`config.mk`:
```
export PLATFORM = sky130hd
export DESIGN_NAME = time_to_seven_segment_frames
export DESIGN_NICKNAME = d
export VERILOG_FILES = /design/src/rtl/core/ttss_pkg.sv /design/src/rtl/core/ttss_front.sv /design/src/rtl/core/ttss_queue.sv /design/src/rtl/core/ttss_back.sv /design/src/rtl/core/time_to_seven_segment_frames.sv
export SDC_FILE = /design/constraint.sdc
export NUM_CORES = 1
export LEC_CHECK = 0
export ABC_AREA = 1
export BUFFER_PORTS_ARGS = -buffer_cell sky130_fd_sc_hd__buf_2
export CELL_PAD_IN_SITES_DETAIL_PLACEMENT = 0
export CELL_PAD_IN_SITES_GLOBAL_PLACEMENT = 2
export CORE_MARGIN = 2
export CORE_UTILIZATION = 36
export DETAILED_ROUTE_END_ITERATION = 10
export MAX_ROUTING_LAYER = met4
export PLACE_DENSITY_LB_ADDON = 0.1
export SYNTH_ARGS = -nofsm -noshare
export SYNTH_HDL_FRONTEND = slang
export SYNTH_SLANG_ARGS = --single-unit
```
`constraint.sdc`:
```
create_clock -name clk -period 7.87 [get_ports clk]
set_clock_uncertainty 0.1 [all_clocks]
set_input_delay 0 -clock clk [delete_from_list [all_inputs] [get_ports clk]]
set_output_delay 0 -clock clk [all_outputs]
set_load 0.01 [all_outputs]
```
`src/rtl/core/ttss_pkg.sv`:
```
// ----------------------------------------------------------------------------
// ttss_pkg
// types, constants and helper functions of the seven-segment frame driver
// ----------------------------------------------------------------------------
`default_nettype none

package ttss_pkg;

    // payload widths
    localparam int DATA_W    = 32;
    localparam int SEG_W     = 8;
    localparam int SEL_W     = 4;
    localparam int POS_W     = 2;
    localparam int MASK_W    = 4;
    localparam int DIGIT_W   = 4;

    // frame count limit and default digit count
    localparam int MAX_FRAMES         = 4;
    localparam int NUM_DIGITS_DEFAULT = 4;

    // register reset and decimal point clear mask
    localparam logic [MASK_W-1:0] DOT_MASK_RESET = 4'd2;
    localparam logic [SEG_W-1:0]  DP_CLEAR       = 8'h7F;

    // binary to decimal conversion, bits consumed per cycle when not held by a full queue
    localparam int CONV_STEPS    = 4;
    localparam int BITS_PER_STEP = DATA_W / CONV_STEPS;
    localparam int CNT_W         = $clog2(CONV_STEPS);

    // queue between converter and frame emitter
    localparam int QUEUE_DEPTH = 2;
    localparam int QPTR_W      = $clog2(QUEUE_DEPTH);
    localparam int QCNT_W      = $clog2(QUEUE_DEPTH + 1);

    // decimal digits of one item, frame 0 is leftmost
    typedef logic [MAX_FRAMES-1:0][DIGIT_W-1:0] digit_row_t;

    // queue status seen by the front and back parts
    typedef struct packed {
        logic full;
        logic not_empty;
    } q_stat_t;

    // active-low common-anode segment pattern, decimal point dark
    function automatic logic [SEG_W-1:0] seg_code(input logic [DIGIT_W-1:0] digit);
        logic [SEG_W-1:0] code;
        unique case (digit)
            4'd0:    code = 8'hC0;
            4'd1:    code = 8'hF9;
            4'd2:    code = 8'hA4;
            4'd3:    code = 8'hB0;
            4'd4:    code = 8'h99;
            4'd5:    code = 8'h92;
            4'd6:    code = 8'h82;
            4'd7:    code = 8'hF8;
            4'd8:    code = 8'h80;
            4'd9:    code = 8'h90;
            default: code = 8'hFF;
        endcase
        return code;
    endfunction

    // one-hot digit select, zero when the position falls outside the four select bits
    function automatic logic [SEL_W-1:0] select_code(input int shift);
        logic [SEL_W-1:0] code;
        for (int k = 0; k < SEL_W; k++) begin
            code[k] = (shift == k);
        end
        return code;
    endfunction

endpackage

`default_nettype wire

```
`src/rtl/core/ttss_front.sv`:
```
// ----------------------------------------------------------------------------
// ttss_front
// accepts time values and converts them to decimal digits, eight bits a cycle unless held by a full queue
// ----------------------------------------------------------------------------
`default_nettype none

module ttss_front
    import ttss_pkg::*;
#(
    parameter int NUM_DIGITS = NUM_DIGITS_DEFAULT
) (
    input  wire logic              clk,
    input  wire logic              rst_n,
    input  wire logic              in_valid,
    output logic                   in_ready,
    input  wire logic [DATA_W-1:0] time_ms,
    input  wire q_stat_t           q_stat,
    output logic                   push,
    output digit_row_t             push_row
);

    // one decimal digit below the rightmost shown one is needed
    localparam int NDEC  = NUM_DIGITS + 1;
    localparam int BCD_W = NDEC * DIGIT_W;
    localparam int NF    = (NUM_DIGITS < MAX_FRAMES) ? NUM_DIGITS : MAX_FRAMES;

    logic [DATA_W-1:0] bin_reg, bin_next;
    logic [BCD_W-1:0]  bcd_reg, bcd_next;
    logic [CNT_W-1:0]  cnt_reg, cnt_next;
    logic              busy_reg, busy_next;

    logic [DATA_W-1:0] bin_step;
    logic [BCD_W-1:0]  bcd_step;
    logic              last_step;
    logic              advance;
    logic              accept;

    // double dabble over one slice of input bits, upper digits drop off
    always_comb
    begin
        bin_step = bin_reg;
        bcd_step = bcd_reg;
        for (int b = 0; b < BITS_PER_STEP; b++) begin
            for (int k = 0; k < NDEC; k++) begin
                if (bcd_step[k*DIGIT_W +: DIGIT_W] >= 4'd5) begin
                    bcd_step[k*DIGIT_W +: DIGIT_W] = bcd_step[k*DIGIT_W +: DIGIT_W] + 4'd3;
                end
            end
            bcd_step = {bcd_step[BCD_W-2:0], bin_step[DATA_W-1]};
            bin_step = {bin_step[DATA_W-2:0], 1'b0};
        end
    end

    // digits of the shown positions, leftmost first
    always_comb
    begin
        push_row = '0;
        for (int f = 0; f < MAX_FRAMES; f++) begin
            if (f < NF) begin
                push_row[f] = bcd_step[((f < NF) ? (NUM_DIGITS - f) : 0)*DIGIT_W +: DIGIT_W];
            end
        end
    end

    // handshake, converter hands over on its last slice
    assign last_step = busy_reg && (cnt_reg == CNT_W'(CONV_STEPS - 1));
    assign push      = last_step && !q_stat.full;
    assign advance   = busy_reg && !(last_step && q_stat.full);
    assign in_ready  = !busy_reg || push;
    assign accept    = in_valid && in_ready;

    // converter next state
    always_comb
    begin
        bin_next  = bin_reg;
        bcd_next  = bcd_reg;
        cnt_next  = cnt_reg;
        busy_next = busy_reg;
        if (accept) begin
            bin_next  = time_ms;
            bcd_next  = '0;
            cnt_next  = '0;
            busy_next = 1'b1;
        end else if (advance) begin
            bin_next  = bin_step;
            bcd_next  = bcd_step;
            cnt_next  = cnt_reg + CNT_W'(1);
            busy_next = !push;
        end
    end

    // control state
    always_ff @(posedge clk or negedge rst_n)
    begin
        if (!rst_n) begin
            cnt_reg  <= '0;
            busy_reg <= 1'b0;
        end else begin
            cnt_reg  <= cnt_next;
            busy_reg <= busy_next;
        end
    end

    // working value
    always_ff @(posedge clk)
    begin
        bin_reg <= bin_next;
        bcd_reg <= bcd_next;
    end

endmodule

`default_nettype wire

```
`src/rtl/core/ttss_queue.sv`:
```
// ----------------------------------------------------------------------------
// ttss_queue
// short first-in first-out queue of digit rows between front and back
// ----------------------------------------------------------------------------
`default_nettype none

module ttss_queue
    import ttss_pkg::*;
(
    input  wire logic       clk,
    input  wire logic       rst_n,
    input  wire logic       push,
    input  wire digit_row_t push_row,
    input  wire logic       pop,
    output q_stat_t         q_stat,
    output digit_row_t      head_row
);

    digit_row_t          entry_reg [QUEUE_DEPTH];
    logic [QPTR_W-1:0]   wr_ptr_reg, wr_ptr_next;
    logic [QPTR_W-1:0]   rd_ptr_reg, rd_ptr_next;
    logic [QCNT_W-1:0]   count_reg, count_next;

    // pointer wrap
    function automatic logic [QPTR_W-1:0] ptr_inc(input logic [QPTR_W-1:0] ptr);
        return (ptr == QPTR_W'(QUEUE_DEPTH - 1)) ? '0 : ptr + QPTR_W'(1);
    endfunction

    assign q_stat.full      = (count_reg == QCNT_W'(QUEUE_DEPTH));
    assign q_stat.not_empty = (count_reg != '0);
    assign head_row         = entry_reg[rd_ptr_reg];

    // pointer and fill count update
    always_comb
    begin
        wr_ptr_next = push ? ptr_inc(wr_ptr_reg) : wr_ptr_reg;
        rd_ptr_next = pop  ? ptr_inc(rd_ptr_reg) : rd_ptr_reg;
        count_next  = count_reg;
        if (push && !pop) begin
            count_next = count_reg + QCNT_W'(1);
        end else if (pop && !push) begin
            count_next = count_reg - QCNT_W'(1);
        end
    end

    always_ff @(posedge clk or negedge rst_n)
    begin
        if (!rst_n) begin
            wr_ptr_reg <= '0;
            rd_ptr_reg <= '0;
            count_reg  <= '0;
        end else begin
            wr_ptr_reg <= wr_ptr_next;
            rd_ptr_reg <= rd_ptr_next;
            count_reg  <= count_next;
        end
    end

    // entry storage
    always_ff @(posedge clk)
    begin
        if (push) begin
            entry_reg[wr_ptr_reg] <= push_row;
        end
    end

endmodule

`default_nettype wire

```
`src/rtl/core/ttss_back.sv`:
```
// ----------------------------------------------------------------------------
// ttss_back
// turns a queued digit row into display frames, one frame a cycle while out_ready does not stall it
// ----------------------------------------------------------------------------
`default_nettype none

module ttss_back
    import ttss_pkg::*;
#(
    parameter int NUM_DIGITS = NUM_DIGITS_DEFAULT
) (
    input  wire logic              clk,
    input  wire logic              rst_n,
    input  wire q_stat_t           q_stat,
    input  wire digit_row_t        head_row,
    input  wire logic [MASK_W-1:0] dot_mask,
    output logic                   pop,
    output logic                   out_valid,
    input  wire logic              out_ready,
    output logic [SEG_W-1:0]       segments,
    output logic [SEL_W-1:0]       digit_select,
    output logic [POS_W-1:0]       position,
    output logic                   last_frame
);

    localparam int NF = (NUM_DIGITS < MAX_FRAMES) ? NUM_DIGITS : MAX_FRAMES;

    logic [POS_W-1:0] frame_reg, frame_next;
    logic             out_valid_reg, out_valid_next;
    logic [SEG_W-1:0] segments_reg, segments_next;
    logic [SEL_W-1:0] select_reg, select_next;
    logic [POS_W-1:0] position_reg, position_next;
    logic             last_reg, last_next;

    logic             load;
    logic             emit;
    logic             is_last;
    logic [SEG_W-1:0] seg_frame;

    // output stage takes a new frame when empty or drained
    assign load    = !out_valid_reg || out_ready;
    assign emit    = load && q_stat.not_empty;
    assign is_last = (frame_reg == POS_W'(NF - 1));
    assign pop     = emit && is_last;

    // segment byte with decimal point
    always_comb
    begin
        seg_frame = seg_code(head_row[frame_reg]);
        if (dot_mask[frame_reg]) begin
            seg_frame = seg_frame & DP_CLEAR;
        end
    end

    // frame sequencing and output register next values
    always_comb
    begin
        frame_next     = frame_reg;
        out_valid_next = out_valid_reg;
        segments_next  = segments_reg;
        select_next    = select_reg;
        position_next  = position_reg;
        last_next      = last_reg;
        if (emit) begin
            frame_next     = is_last ? '0 : frame_reg + POS_W'(1);
            out_valid_next = 1'b1;
            segments_next  = seg_frame;
            select_next    = select_code(NUM_DIGITS - 1 - int'(frame_reg));
            position_next  = frame_reg;
            last_next      = is_last;
        end else if (load) begin
            out_valid_next = 1'b0;
        end
    end

    always_ff @(posedge clk or negedge rst_n)
    begin
        if (!rst_n) begin
            frame_reg     <= '0;
            out_valid_reg <= 1'b0;
        end else begin
            frame_reg     <= frame_next;
            out_valid_reg <= out_valid_next;
        end
    end

    // frame payload
    always_ff @(posedge clk)
    begin
        segments_reg <= segments_next;
        select_reg   <= select_next;
        position_reg <= position_next;
        last_reg     <= last_next;
    end

    assign out_valid    = out_valid_reg;
    assign segments     = segments_reg;
    assign digit_select = select_reg;
    assign position     = position_reg;
    assign last_frame   = last_reg;

endmodule

`default_nettype wire

```
`src/rtl/core/time_to_seven_segment_frames.sv`:
```
// ----------------------------------------------------------------------------
// time_to_seven_segment_frames
// millisecond count to seven-segment display frames
// ----------------------------------------------------------------------------
// Each accepted time_ms transaction yields min(NUM_DIGITS, 4) frames, leftmost
// digit first; with four digits they show ten-thousands, thousands, hundreds
// and tens of ms, each modulo 10. The binary to decimal converter consumes
// eight input bits a cycle unless a full queue holds its last slice, and
// takes a new transaction as it hands the last one over. The frame emitter
// sends one frame a cycle while out_ready does not stall it. A two-entry
// queue lets the converter keep going while the output stalls. dot_mask is
// written over the cfg channel, which is always ready.
// ----------------------------------------------------------------------------
`default_nettype none

module time_to_seven_segment_frames
    import ttss_pkg::*;
#(
    parameter int NUM_DIGITS = NUM_DIGITS_DEFAULT
) (
    input  wire logic              clk,
    input  wire logic              rst_n,
    input  wire logic              cfg_valid,
    output logic                   cfg_ready,
    input  wire logic [MASK_W-1:0] cfg_data,
    input  wire logic              in_valid,
    output logic                   in_ready,
    input  wire logic [DATA_W-1:0] time_ms,
    output logic                   out_valid,
    input  wire logic              out_ready,
    output logic [SEG_W-1:0]       segments,
    output logic [SEL_W-1:0]       digit_select,
    output logic [POS_W-1:0]       position,
    output logic                   last_frame
);

    logic [MASK_W-1:0] dot_mask_reg;
    q_stat_t           q_stat;
    logic              push;
    logic              pop;
    digit_row_t        push_row;
    digit_row_t        head_row;

    // configuration register
    assign cfg_ready = 1'b1;

    always_ff @(posedge clk or negedge rst_n)
    begin
        if (!rst_n) begin
            dot_mask_reg <= DOT_MASK_RESET;
        end else if (cfg_valid && cfg_ready) begin
            dot_mask_reg <= cfg_data;
        end
    end

    // converter
    ttss_front #(
        .NUM_DIGITS (NUM_DIGITS)
    ) u_front (
        .clk      (clk),
        .rst_n    (rst_n),
        .in_valid (in_valid),
        .in_ready (in_ready),
        .time_ms  (time_ms),
        .q_stat   (q_stat),
        .push     (push),
        .push_row (push_row)
    );

    // decoupling queue
    ttss_queue u_queue (
        .clk      (clk),
        .rst_n    (rst_n),
        .push     (push),
        .push_row (push_row),
        .pop      (pop),
        .q_stat   (q_stat),
        .head_row (head_row)
    );

    // frame emitter
    ttss_back #(
        .NUM_DIGITS (NUM_DIGITS)
    ) u_back (
        .clk          (clk),
        .rst_n        (rst_n),
        .q_stat       (q_stat),
        .head_row     (head_row),
        .dot_mask     (dot_mask_reg),
        .pop          (pop),
        .out_valid    (out_valid),
        .out_ready    (out_ready),
        .segments     (segments),
        .digit_select (digit_select),
        .position     (position),
        .last_frame   (last_frame)
    );

endmodule

`default_nettype wire

```
==> impl_metrics.tcl <==
set metrics [dict create \
    status "finished clean" \
    place_area_um2 9230 \
    final_cell_mix "383 x nand2_1, 185 x inv_1, 118 x nand3_1, 78 x edfxtp_1, 57 x buf_2" \
    postSynthCellCount 1179 \
    max_stage_delay_ns 0.35 \
    drive_gt1_share_pct 14.7 \
    vias 7360 \
    n_fill_cell 2443 \
    cts_buffers 9 \
    fp.dieW_um 158 \
    setup_viol 0 \
    hold_slack_ns 0.0263 \
    rsz0062_at_grt "no" \
    nNetsFinal 1373 \
    start_util_pct 36.6 \
    ys_top_cells_by_area "edfxtp_1 27%, nand2_1 17%, inv_1 8.1%" \
    dpl.hpwl_um 13900 \
    clk_latency_ns 0.36 \
    synth_top_area_cell "edfxtp_1" \
    synth-simple-area-share_pct 37.3 \
    arrival_ns 6.43 \
    synth_compound_area_share_pct 7.70 \
    routabilityCongestion 0.774 \
    maxCapViolCount 0 \
    final_hold_viol_count 0 \
    yosys_warnings 0 \
    fmax_mhz 156 \
    grt_pass1_wl_um 31600 \
    firstDrtPassIters 7 \
    final_common_cell "nand2_1" \
    htreeDepth 3 \
    dieArea_um2 25000 \
    n_antenna_cell 0 \
    critPathBufInv 9 \
    clkSinkCount 112 \
    grt_usage_pct 15.9 \
    syn_nets 1267 \
    synthMuxAreaShare_pct 0.263 \
    endpoint_kind "flip-flop" \
    synth-seq-cells 112 \
    path_common_cell "nand2_1" \
    critPathKind "reg -> reg" \
    vias_per_cell 4.57 \
    grt_antenna_before_repair 0 \
    syn_to_final_growth_pct 16.7 \
    synthArstFlopShare_pct 12.5 \
    synth-edff-count 78 \
    clockBufferDepth 2 \
    timing.slew.headroom_pct 37.9 \
    core_um2 23400 \
    hold_path.class "in -> async" \
    dp.cells 1547 \
    die_h_um 158 \
    yosys.area.top_type_share_pct 27.4 \
    r2r-start "u_front.bcd_reg[16]" \
    synth_flop_cell "edfxtp_1" \
    worst_pin_slew_ns 0.932 \
    ios 59 \
    fin_crit_sh_pct 81.6 \
    crit_family "simple AND/OR/NAND/NOR gates" \
    grt_max_degree 37 \
    rows 56 \
    drc 0 \
    cts-root-buf "clkbuf_16" \
    drt-total-wl_um 18200 \
    grt_pass1_vias 6885 \
    yosysSeqAreaShare_pct 36.2 \
    port_buffers 57 \
    ys_types 43 \
    synth_top_family_by_area "simple AND/OR/NAND/NOR gates" \
    drt_iter0_markers 392 \
    cts_tree "done" \
    regArea_um2 3090 \
    overflow 0 \
    worstSetupStartpoint "u_front.bcd_reg[16]" \
    synth_adder_area_share_pct 6.87 \
    clk_pin_slew_ns 0.08 \
    synth_xor_area_share_pct 2.32 \
    slew_viol_final 0 \
    final_cell_area_um2 9990 \
    crit_slowest_cell "dfxtp_1" \
    worstPathRequired_ns 7.88 \
    ant_nets 0 \
    crit_path_max_fanout 6 \
    avgSynthCellArea_um2 7.26 \
    fin_crit_ns 6.42 \
    stdcell_count 1609 \
    multi_input_area_um2 4660 \
    syn-cell-area_um2 8560 \
    wl_per_cell_um 11.3 \
    cp-start-kind "flip-flop" \
    setup_tns_ns 0 \
]
[synthesized netlist by cell type, drive strengths merged (2+ instances only)]
cell type and count:
o22ai 9, xnor2 3, nand4 19, clkbuf 10
o211ai 2, nor3 2, o21bai 4, nand3 140
nand3b 2, or2 3, buf 4, nand2 438
edfxtp 78, inv 190, a21oi 11, dfrtp 13
o221ai 2, and2 25, ha 47, mux2 2
o21ai 72, dfxtp 20, nor2 46, clkinv 7
xor2 15, a21o 11
[logic make-up after synthesis]
family          Yosys count
simple gates            676
buf+inv                 211
compound gates          112
flops                   112
fa+ha+maj                47
xor+xnor                 18
mux                       2
other cells               1
[final cells by class]
| class | instances | area share [%] |
|---|---|---|
| multi-input cells | 856 | 46.7 |
| flip-flops and latches | 112 | 31.0 |
| clock inverters | 7 | 0.739 |
| inverters | 197 | 7.42 |
| repair buffers | 109 | 7.92 |
| clock buffers | 9 | 2.25 |
| well taps | 319 | 4.00 |
[timing repair]
item | 4_1_cts | 5_1_grt
hold endpoints to repair | 52 | 0
buffers inserted | 0 | 0
hold buffers | 46 | 0
resized for setup | 0 | 0
[worst paths after layout]
path	end	cells after the start	slack (ns)
worst max-delay path	u_queue.entry_reg[1][2]	53	1.45
worst min-delay path	dot_mask_reg[1]	2	0.03
worst max register to register	u_queue.entry_reg[1][2]	53	1.45
worst min register to register	u_front.bcd_reg[13]	2	0.37
max in group asynchronous	u_queue.rd_ptr_reg	3	6.57
min in group clk	u_front.busy_reg	4	0.27
[metrics by stage]
| stage | setup WS, ns | utilization (%) |
|---|---|---|
| after detailed placement | 1.38 | 39.4 |
| after CTS | 1.37 | 42.7 |
| after global placement | 1.53 | 39.4 |
| after floorplan | 2.02 | - |
| after global routing | 0.481 | 42.7 |
| final | 1.45 | 42.7 |
[layer usage]
metal	routed length [um]	track usage [%]	share of wire (%)	vias up
li1	-	-	-	4000
met4	109	2.45	0.60	0
met5	0	-	0	-
met3	390	2.46	2.1	9
met1	9070	20.7	50	3288
met2	8660	26.9	47	63
[worst register-to-register path: cells and delay by family (launching register included)]
family | cells | cell delay [ns]
simple gates | 34 | 3.29
fa+ha+maj | 8 | 1.52
buf+inv | 9 | 0.55
flops | 1 | 0.35
xor+xnor | 1 | 0.27
compound gates | 1 | 0.08
Power is not shown: default switching activity piles up to over one toggle a cycle in this logic, so the estimate is an artifact.
